[config.mk]
export PLATFORM = sky130hd
export DESIGN_NAME = ghb_ram
export DESIGN_NICKNAME = d
export VERILOG_FILES = /design/src/hw/rtl/ghb_ram.sv
export SDC_FILE = /design/constraint.sdc
export NUM_CORES = 1
export LEC_CHECK = 0
export BUFFER_PORTS_ARGS = -buffer_cell sky130_fd_sc_hd__buf_2
export CAP_MARGIN = 20
export CORE_UTILIZATION = 60
export CTS_CLUSTER_SIZE = 10
export DETAILED_ROUTE_END_ITERATION = 8
export PLACE_DENSITY = 0.88
export SYNTH_ARGS = -nofsm -noshare
export SYNTH_HDL_FRONTEND = slang
export SYNTH_SLANG_ARGS = --single-unit
[constraint.sdc]
create_clock -name clk_i -period 3 [get_ports clk_i]
set_input_delay 0.9 -clock clk_i [delete_from_list [all_inputs] [get_ports clk_i]]
set_output_delay 0.9 -clock clk_i [all_outputs]
set_load 0.02 [all_outputs]
[src/hw/rtl/ghb_ram.sv]
// Generic single-port-write, single-port-read RAM with registered read data.
module ghb_ram #(
  parameter int WIDTH = 8,
  parameter int DEPTH = 16
) (
  input  logic                     clk_i,
  input  logic                     we_i,
  input  logic [$clog2(DEPTH)-1:0] waddr_i,
  input  logic [WIDTH-1:0]         wdata_i,
  input  logic                     re_i,
  input  logic [$clog2(DEPTH)-1:0] raddr_i,
  output logic [WIDTH-1:0]         rdata_o
);

  logic [WIDTH-1:0] mem_q [DEPTH];
  logic [WIDTH-1:0] rdata_q;

  always_ff @(posedge clk_i) begin
    if (we_i) begin
      mem_q[waddr_i] <= wdata_i;
    end
    if (re_i) begin
      rdata_q <= mem_q[raddr_i];
    end
  end

  assign rdata_o = rdata_q;

endmodule

==> results.sh <==
export IMPL_cp_required_ps=2100
export IMPL_cp_buffers_inverters=1
export IMPL_crit_family="flip-flops"
export IMPL_hpwl_um=6410
export IMPL_fin_setup_tns_ps=0
export IMPL_gr_usage_all_layers=0.277
export IMPL_timing_fmax_mhz=497
export IMPL_vias=2646
export IMPL_clk_pin_slew_ps=60
export IMPL_timing_rr_start="mem_q[0][0]"
export IMPL_critPathMaxFanout=1
export IMPL_grt_max_degree=33
export IMPL_finalCritPeriodShare=0.671
export IMPL_detail_route_wl_per_cell_um=27.7
export IMPL_die_h_um=95.3
export IMPL_hp_class="primary input to register"
export IMPL_syn_mean_instance_area_um2=22.8
export IMPL_die_w_um=95.3
export IMPL_rows=33
export IMPL_finalHoldViolations=0
export IMPL_post_cts_buffers=0
export IMPL_drc=0
export IMPL_netlist_area_mm2=0.00523
export IMPL_numCtsBuffers=17
export IMPL_pre_cts_ws_ps=543
export IMPL_antenna_found_initial=0
export IMPL_core_mm2=0.00834
export IMPL_finClkSkew_ps=8.84
export IMPL_crit_slowest_cell="edfxtp_1"
export IMPL_grt_first_pass_wirelength_um=16300
export IMPL_worstSetupStartpoint="rdata_o[4]"
export IMPL_worstPathArrival_ps=1110
export IMPL_endpoint_kind="output port"
export IMPL_area_delta_synth_final_pct=18.5
export IMPL_grt_pass1_vias=2619
export IMPL_ctsResizeCount=0
export IMPL_die_area_mm2=0.00909
export IMPL_setup_worst_path_class="register to output port"
export IMPL_irDropWorstVdd_mv=0.507
export IMPL_min_from="wdata_i[2]"
export IMPL_leakage_uw=0.00212
export IMPL_crit_path_cell_trace="buf_2"
export IMPL_antenna_cells=0
export IMPL_initial_core_util=0.627
export IMPL_io_pins=27
export IMPL_rsz0062_at_grt="false"
export IMPL_dr_pass1_iters=5
export IMPL_layout_nets=304
export IMPL_critPathLaunchType="register"
export IMPL_ctsLongestPathBuffers=2
export IMPL_drtIter0Drc=242
export IMPL_cts_htree_levels=4
export IMPL_setup_viol=0
export IMPL_final_antenna_net_count=0
export IMPL_yosysWarnings=0
export IMPL_globalplace_congestion=0.785
export IMPL_cp_slowest_stage_delay_ps=400
export IMPL_root_buffer="clkbuf_8"
export IMPL_status="complete, no violations"
export IMPL_slew_headroom=0.583
export IMPL_drt_wl_total_um=11200
export IMPL_synth_seq_cells=136
export IMPL_period_needed_ps=2010
export IMPL_ys_seq_area_frac=0.781
export IMPL_synth_cell_types=18
export IMPL_final_max_slew_violation_count=0
export IMPL_clkLatencyLatePin_ps=540
export IMPL_drv_cap=0
export IMPL_cts_tree="yes"
export IMPL_hold_buffers=0
export IMPL_final_cell_mix="edfxtp_1 (136), buf_2 (26), buf_4 (20)"
export IMPL_final_common_cell="edfxtp_1"
export IMPL_power_density_mw_per_mm2=735
export IMPL_setup_slack_ps=987
export IMPL_hold_slack_ps=733
export IMPL_syn_inst=229
export IMPL_io_buffers=26
export IMPL_layout_drive_gt1_share=0.312
export IMPL_syn_num_nets=248
export IMPL_routed_via_density=6.57
export IMPL_grt_overflow=0
export IMPL_cts_sinks=136
export IMPL_worst_pin_slew_ps=623
[synth_stat cells (all sizes together)]
cell,number,area [um^2]
nand3b,2,15.0
nand2,9,33.8
edfxtp,136,4080
and2,1,6.26
nor3,4,20.0
buf,7,56.3
mux4,32,773
or3b,1,8.76
clkdlybuf4s25,3,30.0
a22oi,16,120
nand3,1,5.00
nand2b,2,12.5
nor2b,1,6.26
and2b,1,7.51
nor2,13,48.8
[power breakdown]
part           total, uW  internal, uW  switching (uW)
registers           2150          2140            12.9
clock network       2200          1430             767
logic                207          83.7             123
total               4560          3650             903
[layout make-up]
cell class,count,area (um^2)
Clock buffer,19,422
Clock inverter,13,203
Fill cell,428,2140
Multi-Input combinational cell,83,1060
Sequential cell,136,4080
Tap cell,105,131
Timing Repair Buffer,47,300
[path summary, 6_finish.rpt]
check	end	depth (start not counted)	slack [ps]
setup reg to reg	rdata_o[0]	3	1460
setup / recovery	rdata_o[4]	1	990
hold reg to reg	rdata_o[3]	3	750
hold / removal	mem_q[12][2]	1	730
[through the flow]
| stage | instances | instance area, um^2 | total power [uW] | utilization |
|---|---|---|---|---|
| finish | 403 | 6200 | 4560 | 0.743 |
| global route | 403 | 6200 | 4660 | 0.743 |
| CTS | 403 | 6200 | 4570 | 0.743 |
| detailed placement | 371 | 5570 | 2400 | 0.668 |
| global placement | 371 | 5570 | 2380 | 0.668 |
| floorplan | 229 | 5230 | 2310 | - |
[routing by layer]
layer / global-route usage / share of wire / vias up
met3: 0.0909 / 0.10 / 24
met5: 0 / 0 / -
met1: 0.393 / 0.41 / 1331
met2: 0.390 / 0.46 / 194
li1: - / - / 1097
met4: 0.136 / 0.026 / 0
[worst reg2reg max path: stages (launching register included)]
cell      delay (ps)
edfxtp_1         400
mux4_1           560
a22oi_1          220
nand2_1          100
[flip-flops by register name, summed over array words and instances (netlist names)]
name	cells
rdata_o	8
mem_q	128
[cell families after synthesis]
family                 after synthesis  synth area share
buffers and inverters               10            0.0165
flip-flops                         136             0.781
AND/OR/NAND/NOR                     35            0.0314
multiplexers                        32             0.148
AO/OA/AOI/OAI                       16            0.0230
No activity file was read; power rests on OpenSTA's default activity.
