--- config.mk ---
export PLATFORM = sky130hd
export DESIGN_NAME = ghb_bin_div
export DESIGN_NICKNAME = d
export VERILOG_FILES = /design/src/hw/rtl/ghb_pkg.sv /design/src/hw/rtl/ghb_bin_div.sv
export SDC_FILE = /design/constraint.sdc
export NUM_CORES = 1
export LEC_CHECK = 0
export BUFFER_PORTS_ARGS = -buffer_cell sky130_fd_sc_hd__buf_2
export CAP_MARGIN = 40
export CORE_ASPECT_RATIO = 1.2
export CORE_MARGIN = 3
export CORE_UTILIZATION = 40
export CTS_CLUSTER_DIAMETER = 80
export CTS_CLUSTER_SIZE = 10
export DETAILED_ROUTE_END_ITERATION = 6
export PLACE_DENSITY = 0.56
export SLEW_MARGIN = 15
export SYNTH_ARGS = -nofsm -noshare
export SYNTH_HDL_FRONTEND = slang
export SYNTH_SLANG_ARGS = --single-unit
--- constraint.sdc ---
create_clock -name clk_i -period 8.2 [get_ports clk_i]
set_clock_uncertainty 0.2 [all_clocks]
set_input_delay 1.64 -clock clk_i [delete_from_list [all_inputs] [get_ports clk_i]]
set_output_delay 1.64 -clock clk_i [all_outputs]
set_load 0.05 [all_outputs]
--- src/hw/rtl/ghb_pkg.sv ---
// Shared types and constants of the grid histogram binner.
package ghb_pkg;

  // Grid size and the widths that follow from it.
  localparam int K_BINS = 64;
  localparam int E_BINS = 64;
  localparam int KW     = $clog2(K_BINS);
  localparam int EW     = $clog2(E_BINS);
  localparam int BW     = (KW > EW) ? KW : EW;
  localparam int CW     = (BW > 1) ? $clog2(BW) : 1;
  localparam int NBINS  = K_BINS * E_BINS;
  localparam int AW     = $clog2(NBINS);

  // Field widths.
  localparam int VAL_W  = 32;
  localparam int STEP_W = 31;
  localparam int CNT_W  = 32;
  localparam int SUM_W  = 48;
  localparam int BIN_W  = 6;
  localparam int ENT_W  = CNT_W + SUM_W;
  localparam int DW     = STEP_W + BW + 1;
  localparam int IN_W   = 112;
  localparam int OUT_W  = 112;

  // Register reset values (Q15.16).
  localparam logic [VAL_W-1:0]  K_MIN_RST  = 32'hFFF6_0000;
  localparam logic [STEP_W-1:0] K_STEP_RST = 31'd20480;
  localparam logic [VAL_W-1:0]  E_MIN_RST  = 32'h0000_0000;
  localparam logic [STEP_W-1:0] E_STEP_RST = 31'd6144;

  typedef enum logic [1:0] {
    CMD_CLEAR = 2'd0,
    CMD_ADD   = 2'd1,
    CMD_READ  = 2'd2,
    CMD_NONE  = 2'd3
  } cmd_e;

  typedef enum logic [1:0] {
    REG_K_MIN  = 2'd0,
    REG_K_STEP = 2'd1,
    REG_E_MIN  = 2'd2,
    REG_E_STEP = 2'd3
  } reg_e;

  typedef enum logic [1:0] {
    ST_SWEEP,
    ST_IDLE,
    ST_DIV,
    ST_ACCESS
  } state_e;

  // Request to a bin divider.
  typedef struct packed {
    logic              start;
    logic              below;
    logic [VAL_W-1:0]  x;
    logic [STEP_W-1:0] step;
  } div_req_t;

  // Status and result of a bin divider.
  typedef struct packed {
    logic          busy;
    logic          big;
    logic [BW-1:0] q;
  } div_res_t;

endpackage

--- src/hw/rtl/ghb_bin_div.sv ---
// Restoring divider that finds one bin index, one quotient bit per cycle.
// The quotient is only resolved up to BW bits; a larger quotient raises big.
module ghb_bin_div (
  input  logic               clk_i,
  input  logic               rst_ni,
  input  ghb_pkg::div_req_t  req_i,
  output ghb_pkg::div_res_t  res_o
);

  logic                         busy_q, busy_d;
  logic [ghb_pkg::CW-1:0]       cnt_q, cnt_d;
  logic [ghb_pkg::VAL_W-1:0]    rem_q, rem_d;
  logic [ghb_pkg::DW-1:0]       dv_q, dv_d;
  logic [ghb_pkg::BW-1:0]       quo_q, quo_d;
  logic                         big_q, big_d;
  logic [ghb_pkg::STEP_W-1:0]   step_eff;
  logic                         ge;

  // A zero step width acts as one.
  assign step_eff = (req_i.step == '0) ? ghb_pkg::STEP_W'(1) : req_i.step;
  assign ge = {(ghb_pkg::DW - ghb_pkg::VAL_W)'(0), rem_q} >= dv_q;

  // Start loads the divisor aligned to the top quotient bit; each step
  // tries one subtraction and shifts the divisor down.
  always_comb begin
    busy_d = busy_q;
    cnt_d  = cnt_q;
    rem_d  = rem_q;
    dv_d   = dv_q;
    quo_d  = quo_q;
    big_d  = big_q;
    if (req_i.start) begin
      busy_d = 1'b1;
      cnt_d  = ghb_pkg::CW'(ghb_pkg::BW - 1);
      rem_d  = req_i.below ? '0 : req_i.x;
      dv_d   = ghb_pkg::DW'(step_eff) << (ghb_pkg::BW - 1);
      quo_d  = '0;
      big_d  = !req_i.below &&
               (ghb_pkg::DW'(req_i.x) >= (ghb_pkg::DW'(step_eff) << ghb_pkg::BW));
    end else if (busy_q) begin
      if (ge) begin
        rem_d = rem_q - ghb_pkg::VAL_W'(dv_q);
      end
      quo_d = ghb_pkg::BW'({quo_q, ge});
      dv_d  = dv_q >> 1;
      cnt_d = cnt_q - ghb_pkg::CW'(1);
      if (cnt_q == '0) begin
        busy_d = 1'b0;
      end
    end
  end

  // Control state.
  always_ff @(posedge clk_i or negedge rst_ni) begin
    if (!rst_ni) begin
      busy_q <= 1'b0;
      cnt_q  <= '0;
    end else begin
      busy_q <= busy_d;
      cnt_q  <= cnt_d;
    end
  end

  // Datapath registers.
  always_ff @(posedge clk_i) begin
    rem_q <= rem_d;
    dv_q  <= dv_d;
    quo_q <= quo_d;
    big_q <= big_d;
  end

  assign res_o.busy = busy_q;
  assign res_o.big  = big_q;
  assign res_o.q    = quo_q;

endmodule

==> results of run 1 <==
-- cell type report --
cell class                 count  area (sq um)
tap                          175           219
inverter                      74           278
clock buffer                  14           275
clock inverter                 2          13.8
timing repair buffer          80           448
fill                        1420          7660
multi-input combinational    480          3280
sequential                    79          2240
-- layer usage --
layer,global-route usage [%],vias to the layer above,wire [microns]
li1,-,2541,-
met1,27.0,2528,7100
met2,36.3,114,8600
met3,3.23,19,682
met4,6.10,0,325
met5,0,-,0
-- worst paths after layout --
| path | from | end | slack [ps] | cells after the start |
|---|---|---|---|---|
| setup / recovery | req_i[15] | big_q$_DFFE_PP_ | 3660 | 11 |
| hold / removal | quo_q[5]$_SDFFE_PP0P_ | quo_q[5]$_SDFFE_PP0P_ | 290 | 2 |
| setup reg to reg | rem_q[0]$_DFFE_PP_ | rem_q[12]$_DFFE_PP_ | 4750 | 11 |
| hold reg to reg | quo_q[5]$_SDFFE_PP0P_ | quo_q[5]$_SDFFE_PP0P_ | 290 | 2 |
| max in group asynchronous | rst_ni | busy_q$_DFF_PN0_ | 6780 | 1 |
| min in group asynchronous | rst_ni | cnt_q[0]$_DFFE_PN0P_ | 900 | 1 |
-- cell usage in the layout, fill, tap and decap left out, types with 11 or more instances in the layout --
master and n:
nand2_1 82, buf_2 74, inv_1 73, edfxtp_1 64
ha_1 60, o21ai_0 49, a21oi_1 40, nor2_1 35
o31ai_1 28, a21o_1 19, nand3_1 14, xnor2_1 13
mux2i_1 11, dfxtp_1 11
-- cell families after synthesis --
kind of cell | after synthesis
DFF | 79
muxes | 11
adders and majority gates | 61
and+or+nand+nor | 187
AOI/OAI and AO/OA | 198
buffers and inverters | 101
xor gates and xnor gates | 23
-- Yosys cell counts, types with 6 or more instances --
master    count
o21ai_0      49
a21o_1       19
edfxtp_1     64
nand3_1      14
nor3_1        6
nor2_1       36
o21a_1        6
o211ai_1      6
a22o_1        7
nor4_1        9
and3_1        6
o31ai_1      28
nand2_1      83
xnor2_1      13
ha_1         60
dfxtp_1      11
inv_1        73
nand4_1       9
clkbuf_1     22
xor2_1       10
a21oi_1      40
mux2i_1      11
-- registers in the layout, summed over array words and instances (netlist names) --
register and count:
busy_q 1, big_q 1, rem_q 32, dv_q 36
cnt_q 3, quo_q 6
-- power groups by stage --
stage	clock network [W]	registers [W]	logic [W]
6_report	0.000396	0.000592	0.000986
5_1_grt	0.000419	0.000603	0.00110
4_1_cts	0.000406	0.000593	0.000978
3_5_place_dp	0	0.000601	0.000970
3_3_place_gp	0	0.000599	0.000953
2_1_floorplan	0	0.000592	0.000746
-- worst max-delay path, delay by kind of cell --
| family | cells | cell delay [ps] |
|---|---|---|
| AND/OR/NAND/NOR | 3 | 1260 |
| AO/OA/AOI/OAI | 6 | 1340 |
| adder cells (fa/ha/maj) | 1 | 180 |
| buffers and inverters | 1 | 120 |
-- stage by stage --
step | worst slack (ps) | std cells | hold WS [ps]
2_1_floorplan | 3850 | 660 | 265
3_3_place_gp | 3440 | 886 | 277
3_5_place_dp | 3310 | 888 | 285
4_1_cts | 3650 | 904 | 301
5_1_grt | 3410 | 904 | 340
6_report | 3660 | 904 | 290
==> results by group, run 1 <==
Floorplan
  • Core area: 14400 sq um
  • Die footprint: 16300 sq um
  • I/O pin count: 75
  • Die W: 117 microns
  • FP Rows: 48
  • Die Ht: 139 microns
  • Initial core utilization: 41.0%

Power
  • Pint: 0.00119 W
  • Switching power: 0.000784 W
  • Seq pwr share: 30.0%
  • Switching Share: 39.7%
  • Tot Pwr: 0.00197 W
  • Combinational power share: 49.9%
  • Power Dens Cells: 292 nW/um^2
  • Clk pwr share: 20.1%
  • Worst vdd ir: 134 uV
  • Leak Pwr: 3.08 nW

Drt
  • Remaining antenna violation count: 0
  • Iteration-0 DRC count of the detailed router: 295
  • Number of remaining DRC errors: 0
  • Post-DR wirelength/cell: 18.5 microns
  • TritonRoute pass-1 iters: 5
  • Post-Route WL: 16700 microns
  • DR vias: 5202
  • DR vias/cell: 5.75

Timing
  • Slew @ Worst Pin: 713 ps
  • Max Transition Viols Final: 0
  • Slew Limit Headroom: 52.5%
  • Max frequency: 220 MHz
  • Unrepaired setup endpoints after global routing: no
  • Final setup viols: 0
  • Hold Fails Final Rpt: 0
  • Setup TNS: 0 ps
  • Period Utilization, post-route: 55.4%
  • Final Critical Period: 4540 ps

Logic synthesis
  • Yosys Warn Count: 0
  • Net Count, Synth: 788
  • Synth area leader: edfxtp_1
  • Synth cell types: 61
  • Seq/Total Area, Yosys: 38.0%
  • Ys async rst share: 5.06%
  • Seq cells post-synth: 79
  • Cells after Synth: 660
  • Post-synth top flop: edfxtp_1
  • Area share of fa/ha/maj cells after synthesis: 13.1%
  • Yosys top cell area share: 32.5%
  • Netlist Area Pre-Place: 5910 sq um
  • Avg Cell Area, Syn: 8.95 sq um
  • Post-synthesis compound-gate area fraction: 22.5%
  • Multiplexer share of the synthesized area: 1.86%
  • Post-synth EDFFs: 64
  • Post-Synth Simple-Gate Area: 14.7%
  • Synth top area cells: edfxtp_1 33%, ha_1 13%, nand2_1 5.3%, inv_1 4.6%, o21ai_0 4.2%
  • Xor/xnor share of the synthesized area: 3.41%
  • Largest family of logic cells by synthesized area: compound AO/OA/AOI/OAI gates

Flow run
  • Max-cap viol count: 0

Global route
  • First-pass GRT wire length: 27000 microns
  • All-Layer GR Usage: 21.1%
  • Largest net degree at the start of global routing: 69
  • Initial antenna violation count: 0
  • Vias in the first global route: 5287
  • Gr ovfl total: 0

Clocking
  • Post-CTS sizing: 0
  • CTS H-tree depth: 3
  • Root Buffer: clkbuf_16
  • Clk slew on worst S/H paths: 60 ps
  • Hold_buf cts: 0
  • Clock buffer depth: 2
  • CTS buffer count: 9
  • Post-CTS Setup Bufs: 0
  • TritonCTS clock tree: built
  • Clk sink count: 79
  • Clk_lat worst skew: 340 ps

Place
  • Buffers added on ports: 74
  • Dpl hpwl: 12800 microns
  • GP Congestion: 0.859
  • Placed Area: 6470 sq um

Critical path
  • Crit start category: input pin
  • CP Max Fanout: 3
  • Worst EP required: 8190 ps
  • Critical Path AT: 4540 ps
  • Critical-path top delay cell: or4b_2
  • Critical path type: input pin to flip-flop
  • CP max stage delay: 580 ps
  • Crit. End Element: flip-flop
  • Critical-path cell list: buf_2, nor4_1, nand3_1, o41ai_1, ha_1, or4b_2, o41ai_1, a21oi_1, o21ai_0, a21oi_1, o21ai_0

Layout
  • Synth-to-layout area growth: 14.4%
  • Share of layout cells above drive strength 1: 14.5%
  • Post-route cell area: 6760 sq um
  • Post-layout util: 46.9%
  • Post-layout nets: 852
  • Ant. Diodes: 0

Hold path
  • Hold Path Class: flip-flop to flip-flop

Run status
  • Result of the run: finished, final reports clean
Power figures use the tool's default switching activity.
==> inputs of run 2 (changes only) <==
Settings changed: PLACE_DENSITY 0.56 to 0.58.
Clock period 8.2 ns to 4.1 ns, I/O delays scaled along.
==> run 2 against run 1 <==
  * Die area unchanged
  * Global-route usage hardly changed
  * Final cell count grew 0.66%
  * Non-clock buffer count up 6
  * Critical path type unchanged
  * Largest cell class unchanged
==> results by group, run 2 (synthesis results as in run 1) <==
Timing
  • Final setup viols: 0
  • Hold Fails Final Rpt: 0
  • Max frequency: 268 MHz
  • Max Transition Viols Final: 0
  • Slew @ Worst Pin: 737 ps
  • Unrepaired setup endpoints after global routing: no
  • Final Critical Period: 3720 ps
  • Setup TNS: 0 ps
  • Period Utilization, post-route: 90.8%
  • Slew Limit Headroom: 50.9%

Hold path
  • Hold Path Class: input pin to asynchronous set/reset pin

Clocking
  • CTS H-tree depth: 3
  • Hold_buf cts: 0
  • TritonCTS clock tree: built
  • Root Buffer: clkbuf_16
  • Post-CTS Setup Bufs: 0
  • Clk sink count: 79
  • Clk_lat worst skew: 360 ps
  • CTS buffer count: 9
  • Clk slew on worst S/H paths: 60 ps
  • Clock buffer depth: 2
  • Post-CTS sizing: 0

Global route
  • First-pass GRT wire length: 26600 microns
  • Largest net degree at the start of global routing: 77
  • Gr ovfl total: 0
  • Initial antenna violation count: 0
  • Vias in the first global route: 5332
  • All-Layer GR Usage: 21.0%

Floorplan
  • Core area: 14400 sq um
  • I/O pin count: 75
  • Die W: 117 microns
  • FP Rows: 48
  • Initial core utilization: 41.0%
  • Die Ht: 139 microns
  • Die footprint: 16300 sq um

Layout
  • Top reg by flops: dv_q
  • Ant. Diodes: 0
  • Post-layout util: 47.1%
  • Area of the multi-input gates: 3280 sq um
  • Post-layout nets: 858
  • Share of layout cells above drive strength 1: 15.4%
  • Fillers: 1429
  • Commonest non-fill, non-tap cells in the layout: 83 x nand2_1, 74 x buf_2, 73 x inv_1
  • Most common cell after layout, fill and taps aside: nand2_1
  • Synth-to-layout area growth: 15.0%
  • Largest regs: dv_q: 36 flops, rem_q: 32 flops, quo_q: 6 flops
  • Largest register FFs: 36
  • Total area of sequential cells: 2240 sq um

Place
  • Buffers added on ports: 74
  • Dpl hpwl: 12700 microns
  • GP Congestion: 0.867

Run status
  • Result of the run: finished, final reports clean

Drt
  • DR vias/cell: 5.67
  • Iteration-0 DRC count of the detailed router: 257
  • TritonRoute pass-1 iters: 5
  • Post-Route WL: 16500 microns
  • Remaining antenna violation count: 0
  • Number of remaining DRC errors: 0
  • Post-DR wirelength/cell: 18.1 microns
  • DR vias: 5158

Critical path
  • Critical-path top delay cell: or4b_2
  • Reg2Reg Capture Point: rem_q[20]$_DFFE_PP_
  • Reg2reg start: rem_q[0]$_DFFE_PP_
  • Crit start category: input pin
  • Critical-path cell list: buf_2, nor4_1, buf_4, nand3_1, o41ai_1, buf_4, ha_1, or4b_2, o41ai_1, a21oi_1, o21ai_0, a21oi_1, o21ai_0
  • Critical path type: input pin to flip-flop
  • CP Depth: 13
  • Reg2Reg Setup Slack: 720 ps
  • CP endpoint: big_q$_DFFE_PP_
  • Critical Path Start: req_i[15]
  • Worst EP required: 4100 ps
  • CP max stage delay: 580 ps
  • CP Max Fanout: 3
  • Buf/Inv on CP: 3
  • R2R cell count: 11
  • Crit. End Element: flip-flop
  • Critical Path AT: 3730 ps
  • Crit path max-delay family: simple AND/OR/NAND/NOR gates

Power
  • Leak Pwr: 3.11 nW
  • Power Dens Cells: 583 nW/um^2
  • Worst vdd ir: 282 uV

Flow run
  • Max-cap viol count: 0
## run 2: cell types whose count changed in the layout (fill, tap and decap cells not counted)
| cell | before | now |
|---|---|---|
| clkbuf_1 | 3 | 1 |
| buf_12 | 1 | 0 |
| inv_4 | 0 | 2 |
| buf_4 | 4 | 11 |
| nand2_2 | 1 | 0 |
| nand2_1 | 82 | 83 |
## run 2: final cells by class
type | instances | share of cell area [%]
Clock buffer | 12 | 3.94
Sequential cell | 79 | 33.0
Clock inverter | 4 | 0.387
Timing Repair Buffer | 86 | 7.07
Multi-Input combinational cell | 480 | 48.3
Inverter | 74 | 4.09
Tap cell | 175 | 3.22
## run 2: worst min-delay path by stage
stage                               start  cells after the start                    end  slack, ps
global placement    quo_q[5]$_SDFFE_PP0P_                      2  quo_q[5]$_SDFFE_PP0P_        270
finish                             rst_ni                      1   cnt_q[2]$_DFFE_PN0P_         60
CTS                                rst_ni                      1   cnt_q[2]$_DFFE_PN0P_         50
detailed placement  quo_q[5]$_SDFFE_PP0P_                      2  quo_q[5]$_SDFFE_PP0P_        300
floorplan            dv_q[0]$_SDFFE_PP0P_                      2   dv_q[0]$_SDFFE_PP0P_        260
global route                       rst_ni                      1   cnt_q[2]$_DFFE_PN0P_         60
## run 2: report_power, final
part | internal (W) | total [W] | switching [W] | leakage, nW
Sequential | 0.00112 | 0.00118 | 0.0000682 | 0.807
Clock | 0.000464 | 0.000804 | 0.000339 | 0.149
Combinational | 0.000799 | 0.00197 | 0.00117 | 2.16
Total | 0.00238 | 0.00396 | 0.00158 | 3.11
## run 2: per-layer routing
layer  share of wire, %  vias to the layer above  global-route usage (%)
met4                3.3                        0                    9.54
li1                   -                     2555                       -
met2                 48                      128                    33.6
met3                4.1                       32                    3.93
met5                  0                        -                       0
met1                 44                     2443                    27.4
## run 2: through the flow
step           cells  total power [W]  setup WS, ps  hold WS [ps]  instance area (sq um)
6_report         910          0.00396           375          60.6                   6790
5_1_grt          910          0.00427          47.0          55.4                   6790
4_1_cts          910          0.00397           357          51.4                   6790
3_5_place_dp     894          0.00314          53.1           303                   6500
3_3_place_gp     893          0.00311          63.1           275                   6470
2_1_floorplan    660          0.00267           566           265                   5910
## run 2: worst reg2reg max path, stage by stage, from the launching register on
cell and delay [ps]:
edfxtp_1 320, inv_1 40, ha_1 220, fa_1 410, nand2b_1 180, a21oi_1 380, a31oi_4 200, nand3b_2 290
a21oi_2 230, o21ai_0 160, nand2_1 100, buf_4 310
==> inputs of run 3 (changes only) <==
Settings changed: CAP_MARGIN 40 to unset, CORE_MARGIN 3 to unset, CORE_UTILIZATION 40 to 41, PLACE_DENSITY 0.58 to 0.59.
==> run 3 against run 2 <==
  * The flow now finishes with violations (design-rule violations)
  * Non-clock buffer count down 2
  * Worst setup slack got worse by 18 ps
  * Core utilization grew 1.2 points
  * Hold slack better by 16 ps
  * Largest cell class unchanged
  * Critical path type unchanged
  * Register-to-register slack gained 80 ps
  * Final area decreased by 0.83%
  * Highest routed layer unchanged
==> results by group, run 3 (synthesis results as in run 1) <==
Run status
  • Result of the run: finished with violations
  • Failing checks: design-rule violations

Timing
  • Period Utilization, post-route: 91.3%
  • Hold WS: 76.2 ps
  • Unrepaired setup endpoints after global routing: no
  • Final setup viols: 0
  • Slew @ Worst Pin: 1070 ps
  • Slew Limit Headroom: 28.4%
  • Max Transition Viols Final: 0
  • Final Critical Period: 3740 ps
  • Hold Fails Final Rpt: 0
  • Max frequency: 267 MHz
  • Setup TNS: 0 ps

Critical path
  • Reg2Reg Setup Slack: 800 ps
  • CP max stage delay: 570 ps
  • Critical path type: input pin to flip-flop
  • Worst EP required: 4100 ps
  • Buf/Inv on CP: 3
  • CP Depth: 13
  • Crit. End Element: flip-flop
  • Critical-path top delay cell: or4b_2
  • Reg2Reg Capture Point: rem_q[17]$_DFFE_PP_
  • Crit start category: input pin
  • CP Max Fanout: 3
  • Crit path max-delay family: compound AO/OA/AOI/OAI gates
  • Critical-path cell list: buf_2, nor4_1, buf_4, nand3_1, o41ai_1, buf_4, ha_1, or4b_2, o41ai_1, a21oi_1, o21ai_0, a21oi_1, o21ai_0
  • Critical Path AT: 3740 ps
  • R2R cell count: 11
  • Reg2reg start: rem_q[0]$_DFFE_PP_
  • Critical Path Start: req_i[15]

Global route
  • First-pass GRT wire length: 26300 microns
  • Gr ovfl total: 0
  • All-Layer GR Usage: 22.8%
  • Vias in the first global route: 5199
  • Initial antenna violation count: 0
  • Largest net degree at the start of global routing: 45

Drt
  • Iteration-0 DRC count of the detailed router: 249
  • TritonRoute pass-1 iters: 7
  • Remaining antenna violation count: 0
  • Post-DR wirelength/cell: 17.9 microns
  • DR vias: 5201
  • Post-Route WL: 16200 microns
  • DR vias/cell: 5.75
  • Number of remaining DRC errors: 2

Layout
  • Commonest non-fill, non-tap cells in the layout: 83 x nand2_1, 74 x buf_2, 73 x inv_1
  • Most common cell after layout, fill and taps aside: nand2_1
  • Synth-to-layout area growth: 14.1%
  • Top reg by flops: dv_q
  • Share of layout cells above drive strength 1: 14.9%
  • Post-layout nets: 856
  • Largest regs: dv_q: 36 flops, rem_q: 32 flops, quo_q: 6 flops
  • Ant. Diodes: 0
  • Largest register FFs: 36

Place
  • Dpl hpwl: 12300 microns
  • Buffers added on ports: 74
  • GP Congestion: 0.894

Clocking
  • Clk sink count: 79
  • Clock buffer depth: 2
  • Post-CTS sizing: 0
  • CTS buffer count: 9
  • TritonCTS clock tree: built
  • Root Buffer: clkbuf_16
  • Clk_lat worst skew: 350 ps
  • CTS H-tree depth: 3
  • Clk slew on worst S/H paths: 60 ps
  • Post-CTS Setup Bufs: 0
  • Hold_buf cts: 0

Floorplan
  • FP Rows: 47
  • Die Ht: 133 microns
  • Initial core utilization: 42.4%
  • Die W: 112 microns
  • I/O pin count: 75
  • Core area: 13900 sq um
  • Die footprint: 14900 sq um

Flow run
  • Max-cap viol count: 0

Power
  • Power Dens Cells: 582 nW/um^2
  • Worst vdd ir: 251 uV
  • Leak Pwr: 3.08 nW

Hold path
  • Hold Path Class: input pin to asynchronous set/reset pin
==> run 3: metal layers <==
metal  share of wire (%)  global-route usage (%)
met5                   0                       0
met2                  48                    37.7
met4                 3.3                    11.6
met3                 4.9                    3.64
met1                  43                    28.9
==> run 3: worst max-delay path by stage <==
stage / slack, ps / endpoint
final: 360 / big_q$_DFFE_PP_
after global routing: 70 / big_q$_DFFE_PP_
after CTS: 280 / big_q$_DFFE_PP_
after detailed placement: 50 / big_q$_DFFE_PP_
after global placement: 110 / big_q$_DFFE_PP_
after floorplan: 570 / big_q$_DFFE_PP_
==> run 3: metrics by stage <==
stage / instance area [sq um] / setup WS, ps / util, % / instances / power, W
after floorplan: 5910 / 566 / - / 660 / 0.00267
final: 6740 / 358 / 48.3 / 904 / 0.00392
after CTS: 6740 / 281 / 48.3 / 904 / 0.00393
after global placement: 6460 / 108 / 46.3 / 888 / 0.00310
after detailed placement: 6460 / 48.7 / 46.3 / 888 / 0.00314
after global routing: 6740 / 73.2 / 48.3 / 904 / 0.00423
==> run 3: layout make-up <==
cell class                      count  area (sq um)
Clock buffer                       13           262
Clock inverter                      3          16.3
Fill cell                        1348          7200
Inverter                           74           278
Multi-Input combinational cell    480          3280
Sequential cell                    79          2240
Tap cell                          171           214
Timing Repair Buffer               84           445
==> run 3: where the power goes <==
part | internal [W] | switching, W | leakage [nW] | total, W
logic | 0.000794 | 0.00117 | 2.14 | 0.00196
clock network | 0.000446 | 0.000326 | 0.139 | 0.000772
registers | 0.00112 | 0.0000715 | 0.807 | 0.00119
==> run 3: worst reg2reg max path, delay by kind of cell, from the launching register on <==
family,cells,cell delay [ps]
AO/OA/AOI/OAI,4,970
adder cells (fa/ha/maj),2,600
buffers and inverters,2,300
flip-flops,1,320
AND/OR/NAND/NOR,3,570
